===== config.mk =====
export PLATFORM = sky130hd
export DESIGN_NAME = adpcm_nibble_decoder
export DESIGN_NICKNAME = d
export VERILOG_FILES = /design/src/hdl/adpcm_nd_pkg.sv /design/src/hdl/adpcm_nibble_decoder.sv
export SDC_FILE = /design/constraint.sdc
export NUM_CORES = 1
export LEC_CHECK = 0
export ABC_AREA = 0
export BUFFER_PORTS_ARGS = -buffer_cell sky130_fd_sc_hd__clkbuf_2
export CELL_PAD_IN_SITES_DETAIL_PLACEMENT = 1
export CELL_PAD_IN_SITES_GLOBAL_PLACEMENT = 2
export CORE_ASPECT_RATIO = 1.1
export CORE_MARGIN = 2
export CORE_UTILIZATION = 41
export CTS_CLUSTER_SIZE = 40
export DETAILED_ROUTE_END_ITERATION = 6
export PLACE_DENSITY_LB_ADDON = 0.1
export SYNTH_ARGS = -nofsm -noshare
export SYNTH_HDL_FRONTEND = slang
export SYNTH_SLANG_ARGS = --single-unit

===== constraint.sdc =====
create_clock -name i_clk -period 25.3 [get_ports i_clk]
set_input_delay 3.795 -clock i_clk [delete_from_list [all_inputs] [get_ports i_clk]]
set_output_delay 3.795 -clock i_clk [all_outputs]
set_load 0.02 [all_outputs]

===== src/hdl/adpcm_nd_pkg.sv =====
// Package: function codes, limits and the step table for the ADPCM nibble decoder.
`default_nettype none

package adpcm_nd_pkg;

    localparam int unsigned FUNC_W    = 2;
    localparam int unsigned BYTE_W    = 8;
    localparam int unsigned SAMPLE_W  = 16;
    localparam int unsigned INDEX_W   = 7;
    localparam int unsigned STEP_W    = 15;
    localparam int unsigned DIFF_W    = 17;
    localparam int unsigned IN_DATA_W = 32;
    localparam int unsigned IN_USER_W = 3;
    localparam int unsigned OUT_DATA_W = 24;

    localparam logic [INDEX_W-1:0] MAX_INDEX = 7'd88;
    localparam logic signed [SAMPLE_W-1:0] POS_LIMIT = 16'sh7FFF;
    localparam logic signed [SAMPLE_W-1:0] NEG_LIMIT = -16'sh7FFF;

    typedef enum logic [FUNC_W-1:0] {
        FUNC_HEADER  = 2'd0,
        FUNC_DECODE  = 2'd1,
        FUNC_RESTORE = 2'd2,
        FUNC_NONE    = 2'd3
    } t_func;

    localparam logic [STEP_W-1:0] STEP_TABLE [0:88] = '{
        15'h0007, 15'h0008, 15'h0009, 15'h000A, 15'h000B, 15'h000C, 15'h000D, 15'h000E,
        15'h0010, 15'h0011, 15'h0013, 15'h0015, 15'h0017, 15'h0019, 15'h001C, 15'h001F,
        15'h0022, 15'h0025, 15'h0029, 15'h002D, 15'h0032, 15'h0037, 15'h003C, 15'h0042,
        15'h0049, 15'h0050, 15'h0058, 15'h0061, 15'h006B, 15'h0076, 15'h0082, 15'h008F,
        15'h009D, 15'h00AD, 15'h00BE, 15'h00D1, 15'h00E6, 15'h00FD, 15'h0117, 15'h0133,
        15'h0151, 15'h0173, 15'h0198, 15'h01C1, 15'h01EE, 15'h0220, 15'h0256, 15'h0292,
        15'h02D4, 15'h031C, 15'h036C, 15'h03C3, 15'h0424, 15'h048E, 15'h0502, 15'h0583,
        15'h0610, 15'h06AB, 15'h0756, 15'h0812, 15'h08E0, 15'h09C3, 15'h0ABD, 15'h0BD0,
        15'h0CFF, 15'h0E4C, 15'h0FBA, 15'h114C, 15'h1307, 15'h14EE, 15'h1706, 15'h1954,
        15'h1BDC, 15'h1EA5, 15'h21B6, 15'h2515, 15'h28CA, 15'h2CDF, 15'h315B, 15'h364B,
        15'h3BB9, 15'h41B2, 15'h4844, 15'h4F7E, 15'h5771, 15'h602F, 15'h69CE, 15'h7462,
        15'h7FFF
    };

    // Index change for the magnitude bits of a nibble.
    function automatic logic signed [4:0] index_adjust(input logic [2:0] mag);
        logic signed [4:0] adj;
        begin
            case (mag)
                3'd4:    adj = 5'sd2;
                3'd5:    adj = 5'sd4;
                3'd6:    adj = 5'sd6;
                3'd7:    adj = 5'sd8;
                default: adj = -5'sd1;
            endcase
            return adj;
        end
    endfunction

endpackage

`default_nettype wire


===== src/hdl/adpcm_nibble_decoder.sv =====
// Top level: one-channel 4-bit IMA-style ADPCM nibble decoder.
//
// Usage:
//   Input words arrive on the s_axis channel. tuser selects the operation
//   (load header, decode next nibble, restore loop point) and carries the
//   loop mark; tdata carries the data byte, header sample and header index.
//   Every accepted input word yields exactly one output word on m_axis with
//   the sample and step index after the operation and a flag that is set
//   when the byte's high nibble was just consumed.
//   Pipeline: an accepted input word goes into the input register, then
//   through the decode logic into the output register, from which it
//   leaves on m_axis.
//   Throughput: one word per cycle while m_axis_tready stays high; the decode
//   path (step table lookup, step sum, clamped sample and index adds) is combinational.
//   Stall: when m_axis_tready is low the output register holds its word,
//   the input register holds its word, and o_s_axis_tready drops only once
//   the input register is also occupied.
//   Reset: sample, index, nibble select and loop point clear to zero; both
//   pipeline stages empty.
`default_nettype none

module adpcm_nibble_decoder (
    input  wire logic                                  i_clk,
    input  wire logic                                  i_rst_n,
    input  wire logic                                  i_s_axis_tvalid,
    output logic                                       o_s_axis_tready,
    // tdata: data_byte[7:0], header_sample[23:8], header_index[30:24], zero[31]
    input  wire logic [adpcm_nd_pkg::IN_DATA_W-1:0]    i_s_axis_tdata,
    // tuser: func[1:0], loop_mark[2]
    input  wire logic [adpcm_nd_pkg::IN_USER_W-1:0]    i_s_axis_tuser,
    output logic                                       o_m_axis_tvalid,
    input  wire logic                                  i_m_axis_tready,
    // tdata: sample[15:0], step_index[22:16], advance_byte[23]
    output logic [adpcm_nd_pkg::OUT_DATA_W-1:0]        o_m_axis_tdata
);

    // Input register
    logic                                      r_in_valid;
    adpcm_nd_pkg::t_func                       r_in_func;
    logic [adpcm_nd_pkg::BYTE_W-1:0]           r_in_byte;
    logic signed [adpcm_nd_pkg::SAMPLE_W-1:0]  r_in_hsample;
    logic [adpcm_nd_pkg::INDEX_W-1:0]          r_in_hindex;
    logic                                      r_in_mark;

    // Decoder state
    logic signed [adpcm_nd_pkg::SAMPLE_W-1:0]  r_cur_sample, n_cur_sample;
    logic [adpcm_nd_pkg::INDEX_W-1:0]          r_cur_index, n_cur_index;
    logic                                      r_high_next, n_high_next;
    logic signed [adpcm_nd_pkg::SAMPLE_W-1:0]  r_loop_sample, n_loop_sample;
    logic [adpcm_nd_pkg::INDEX_W-1:0]          r_loop_index, n_loop_index;

    // Output register
    logic                                      r_out_valid;
    logic signed [adpcm_nd_pkg::SAMPLE_W-1:0]  r_out_sample;
    logic [adpcm_nd_pkg::INDEX_W-1:0]          r_out_index;
    logic                                      r_out_adv;
    logic                                      n_adv;

    logic                                      w_process;
    logic                                      w_accept;
    logic [3:0]                                w_nib;
    logic [adpcm_nd_pkg::STEP_W-1:0]           w_step;
    logic [adpcm_nd_pkg::DIFF_W-1:0]           w_diff;
    logic signed [17:0]                        w_sum;
    logic signed [7:0]                         w_idx_sum;
    logic [adpcm_nd_pkg::INDEX_W-1:0]          w_dec_index;
    logic signed [adpcm_nd_pkg::SAMPLE_W-1:0]  w_dec_sample;

    // Move the input word into the output register when that register frees up
    assign w_process = r_in_valid && (!r_out_valid || i_m_axis_tready);
    assign o_s_axis_tready = !r_in_valid || w_process;
    assign w_accept = i_s_axis_tvalid && o_s_axis_tready;

    always_ff @(posedge i_clk) begin
        if (!i_rst_n) begin
            r_in_valid <= 1'b0;
        end else if (o_s_axis_tready) begin
            r_in_valid <= i_s_axis_tvalid;
        end
    end

    always_ff @(posedge i_clk) begin
        if (w_accept) begin
            r_in_func    <= adpcm_nd_pkg::t_func'(i_s_axis_tuser[1:0]);
            r_in_mark    <= i_s_axis_tuser[2];
            r_in_byte    <= i_s_axis_tdata[7:0];
            r_in_hsample <= $signed(i_s_axis_tdata[23:8]);
            r_in_hindex  <= i_s_axis_tdata[30:24];
        end
    end

    // Nibble decode: sum of separately truncated step fractions
    always_comb begin
        w_nib  = r_high_next ? r_in_byte[7:4] : r_in_byte[3:0];
        w_step = adpcm_nd_pkg::STEP_TABLE[r_cur_index];
        w_diff = {5'd0, w_step[14:3]};
        if (w_nib[0]) begin
            w_diff = w_diff + {4'd0, w_step[14:2]};
        end
        if (w_nib[1]) begin
            w_diff = w_diff + {3'd0, w_step[14:1]};
        end
        if (w_nib[2]) begin
            w_diff = w_diff + {2'd0, w_step};
        end
        if (w_nib[3]) begin
            w_sum = 18'(r_cur_sample) + $signed({1'b0, w_diff});
            w_dec_sample = (w_sum > 18'(adpcm_nd_pkg::POS_LIMIT))
                ? adpcm_nd_pkg::POS_LIMIT : w_sum[15:0];
        end else begin
            w_sum = 18'(r_cur_sample) - $signed({1'b0, w_diff});
            w_dec_sample = (w_sum < 18'(adpcm_nd_pkg::NEG_LIMIT))
                ? adpcm_nd_pkg::NEG_LIMIT : w_sum[15:0];
        end
        w_idx_sum = $signed({1'b0, r_cur_index})
                  + 8'(adpcm_nd_pkg::index_adjust(w_nib[2:0]));
        if (w_idx_sum < 8'sd0) begin
            w_dec_index = '0;
        end else if (w_idx_sum > $signed({1'b0, adpcm_nd_pkg::MAX_INDEX})) begin
            w_dec_index = adpcm_nd_pkg::MAX_INDEX;
        end else begin
            w_dec_index = w_idx_sum[6:0];
        end
    end

    // Next state per function code
    always_comb begin
        n_cur_sample  = r_cur_sample;
        n_cur_index   = r_cur_index;
        n_high_next   = r_high_next;
        n_loop_sample = r_loop_sample;
        n_loop_index  = r_loop_index;
        n_adv         = 1'b0;
        case (r_in_func)
            adpcm_nd_pkg::FUNC_HEADER: begin
                n_cur_sample = r_in_hsample;
                n_cur_index  = (r_in_hindex > adpcm_nd_pkg::MAX_INDEX)
                             ? adpcm_nd_pkg::MAX_INDEX : r_in_hindex;
                n_high_next  = 1'b0;
            end
            adpcm_nd_pkg::FUNC_DECODE: begin
                n_cur_sample = w_dec_sample;
                n_cur_index  = w_dec_index;
                n_high_next  = !r_high_next;
                n_adv        = r_high_next;
                // Save the loop point when marked, once the whole byte is consumed
                if (r_high_next && r_in_mark) begin
                    n_loop_sample = w_dec_sample;
                    n_loop_index  = w_dec_index;
                end
            end
            adpcm_nd_pkg::FUNC_RESTORE: begin
                n_cur_sample = r_loop_sample;
                n_cur_index  = r_loop_index;
                n_high_next  = 1'b0;
            end
            default: begin
            end
        endcase
    end

    always_ff @(posedge i_clk) begin
        if (!i_rst_n) begin
            r_cur_sample  <= '0;
            r_cur_index   <= '0;
            r_high_next   <= 1'b0;
            r_loop_sample <= '0;
            r_loop_index  <= '0;
            r_out_valid   <= 1'b0;
        end else begin
            if (w_process) begin
                r_cur_sample  <= n_cur_sample;
                r_cur_index   <= n_cur_index;
                r_high_next   <= n_high_next;
                r_loop_sample <= n_loop_sample;
                r_loop_index  <= n_loop_index;
                r_out_valid   <= 1'b1;
            end else if (i_m_axis_tready) begin
                r_out_valid   <= 1'b0;
            end
        end
    end

    always_ff @(posedge i_clk) begin
        if (w_process) begin
            r_out_sample <= n_cur_sample;
            r_out_index  <= n_cur_index;
            r_out_adv    <= n_adv;
        end
    end

    assign o_m_axis_tvalid = r_out_valid;
    assign o_m_axis_tdata  = {r_out_adv, r_out_index, r_out_sample};

    // The step index never leaves the table
    a_index_range: assert property (@(posedge i_clk) disable iff (!i_rst_n)
        r_cur_index <= adpcm_nd_pkg::MAX_INDEX)
        else $error("step index beyond table");

    // A pending output word always matches the live decoder state
    a_out_matches_state: assert property (@(posedge i_clk) disable iff (!i_rst_n)
        r_out_valid |-> (r_out_sample == r_cur_sample && r_out_index == r_cur_index))
        else $error("output word out of step with decoder state");

    // A consumed byte leaves the low nibble selected for the next byte
    a_adv_low_next: assert property (@(posedge i_clk) disable iff (!i_rst_n)
        (r_out_valid && r_out_adv) |-> !r_high_next)
        else $error("nibble select wrong after byte advance");

    // A waiting input word reaches an empty output register in the next cycle
    a_no_bubble: assert property (@(posedge i_clk) disable iff (!i_rst_n)
        (r_in_valid && !r_out_valid) |=> r_out_valid)
        else $error("pipeline stalled with free output register");

endmodule

`default_nettype wire

==> results.ini <==
[power_and_ir_drop]
irDropWorstVdd_uv = 52.97
powerDensity_mw_per_mm2 = 69.35
p_leak_nw = 4.859
total_power_uw = 825.7

[synth]
synth_top_family_by_area = compound AO/OA/AOI/OAI gates
yosys.area_share.simple_pct = 16.38
synth-compound-area-share_pct = 29.91
synth_fa_ha_area_share_pct = 12.31
seq_area_frac_synth_pct = 24.67
synth-async-reset-ratio_pct = 0
synth_most_common_cell = nand2_1
synthTopCellsByCount = 111 x nand2_1, 109 x o21ai_0, 105 x nor2_1, 99 x ha_1, 98 x a21oi_1
yosys-top-cells-area = edfxtp_1 16%, ha_1 11%, dfxtp_1 8.9%, o21ai_0 4.9%, a21oi_1 4.4%
synth.area.mux_share_pct = 7.175
ys_seq_elements = 107
synth_top_area_share_pct = 15.78
synth-edff-count = 58
syn-cell-area_mm2 = 0.01104
netlist_instances = 1345
synth_xor_area_share_pct = 3.967
yosys.cell_types.count = 94
postSynthAreaPerCell_um2 = 8.207
yosysTopAreaCell = edfxtp_1
synth_fp_nets = 1489
yosysWarnings = 0
synth_flop_cell = edfxtp_1

[setup_path]
crit_fanout = 20
slowest_stage = dfxtp_1
cp_common_cell = ha_1
startpoint_type = flip-flop
crit_type = reg -> reg
required_ps = 25530
crit_arrival_ps = 12610
cpPeakStageDelay_ps = 810
end_kind = flip-flop

[global_routing]
top_usage_layer = met2
use_met3_pct = 1.879
track_usage_pct = 26.22
grt_max_degree = 62
grt_pass1_vias = 10530
grt_util_met2_pct = 46.39
met1_usage_pct = 34.16
antenna_found_initial = 0
grt.overflow.total = 0
grt_pass1_wl_um = 58890

[layout]
area_growth_pct = 7.867
antenna_cells = 0
instances_no_fill = 1711
drive_gt1_share_pct = 12.48
n_fill_cell = 3204
nNetsFinal = 1493

[timing]
slew_violations = 0
clock_skew_ps = 19.46
setup_viol = 0
whs_ps = 490.8
hold_viol_final = 0
slew-limit-headroom_pct = 23.52
fin_ws_ps = 12920
min_period_ps = 12380
worst_pin_slew_ps = 1144
fin_crit_sh_pct = 48.95
finalSetupTns_ps = 0
timing.fmax_mhz = 80.75
grt_setup_unrepaired = false

[floorplanning]
die_h_um = 176.1
die_w_um = 160.4
ios = 65
rows = 63
die_area_mm2 = 0.02825
initial_core_util_pct = 41.31
core_area_mm2 = 0.02672

[run_status]
status = finished, final reports clean

[detailed_routing]
drt_iter0_drc = 545
drt_wl_total_um = 37290
wl_per_cell_um = 21.80
drc_errors = 0
detail-route-antenna-nets = 0
via_per_inst = 6.088
vias = 10420
drt_first_pass_iters = 4

[clocking]
clk_latency_ps = 370
cts-htree-levels = 3
clock_path_buffers = 2
cts_buffers = 9
post_cts_resized = 0
cts_root_buf = clkbuf_16
cts_tree = yes
cts_setup_buffers = 0
clock-sinks = 107
ctsHoldBuffers = 0
path_clk_slew_ps = 90

[place]
port-buffer-count = 63
place_inst = 1695
gp_congestion = 0.8736
dp_slack_ps = 12960
dpl.hpwl_um = 27760

[min_path]
hold_class = reg -> reg

[run]
drv_cap = 0

-- path summary, 6_finish.rpt --
check / from / endpoint / slack (ps) / cells past startpoint
setup / recovery: r_cur_index[1]$_SDFFE_PN0P_ / r_out_sample[12]$_DFFE_PP_ / 12920 / 40
hold / removal: r_loop_sample[15]$_SDFFE_PN0P_ / r_loop_sample[15]$_SDFFE_PN0P_ / 490 / 2
setup reg to reg: r_cur_index[1]$_SDFFE_PN0P_ / r_out_sample[12]$_DFFE_PP_ / 12920 / 40
hold reg to reg: r_loop_sample[15]$_SDFFE_PN0P_ / r_loop_sample[15]$_SDFFE_PN0P_ / 490 / 2
-- worst max-delay path, delay by kind of cell (launching register included) --
family / cells / cell delay [ps]
xor gates and xnor gates: 1 / 180
and+or+nand+nor: 6 / 1170
muxes: 5 / 1740
AOI/OAI and AO/OA: 18 / 5130
buffers and inverters: 4 / 800
adders and majority gates: 6 / 2360
DFF: 1 / 810
-- layer usage --
metal  up-vias  share of wire (%)
met1      5143                 46
met3        43                2.4
met2       173                 49
met4         0                2.8
li1       5058                  -
met5         -                  0
-- flip-flops by register name, summed over array words and instances (netlist names) --
register / cells
r_in_byte: 8
r_high_next: 1
r_cur_sample: 16
r_loop_sample: 16
r_out_index: 7
r_loop_index: 7
r_in_hsample: 16
r_cur_index: 7
r_out_adv: 1
r_in_mark: 1
r_in_hindex: 7
o_m_axis_tvalid: 1
r_out_sample: 16
r_in_valid: 1
r_in_func: 2
-- metrics by stage --
stage	util, %	area, um2
global route	44.56	11910
detailed placement	43.34	11580
global placement	43.34	11580
CTS	44.56	11910
finish	44.56	11910
floorplan	-	11040
-- area by class of cell --
| type | instances | area, um2 | share of cell area [%] |
|---|---|---|---|
| Multi-Input combinational cell | 1080 | 7704 | 64.70 |
| Sequential cell | 107 | 2725 | 22.89 |
| Tap cell | 357 | 446.7 | 3.752 |
| Timing Repair Buffer | 79 | 435.4 | 3.657 |
| Clock buffer | 11 | 275.3 | 2.312 |
| Inverter | 72 | 270.3 | 2.270 |
| Clock inverter | 5 | 50.05 | 0.4203 |
-- layout by cell type (no fill, tap or decap), drive strengths merged, types with 25 or more instances in the layout --
master / n
o21ai: 114
nand2: 111
nor2: 106
ha: 99
a21oi: 98
inv: 74
clkbuf: 74
edfxtp: 58
dfxtp: 49
xnor2: 36
mux2i: 33
nand3: 29
a31oi: 26
mux2: 25
nor3: 25
-- cells by family after synthesis --
| family | Yosys count |
|---|---|
| adder cells (fa/ha/maj) | 105 |
| buffers and inverters | 158 |
| flip-flops | 107 |
| AND/OR/NAND/NOR | 377 |
| XOR/XNOR | 50 |
| AO/OA/AOI/OAI | 482 |
| multiplexers | 66 |
-- report_power, final --
group / switching, mW / internal, mW / total [mW]
Sequential: 0.0108 / 0.194 / 0.205
Combinational: 0.294 / 0.175 / 0.469
Clock: 0.0709 / 0.0810 / 0.152
Total: 0.375 / 0.450 / 0.826
Note: power is estimated with default switching activity, not from simulation.
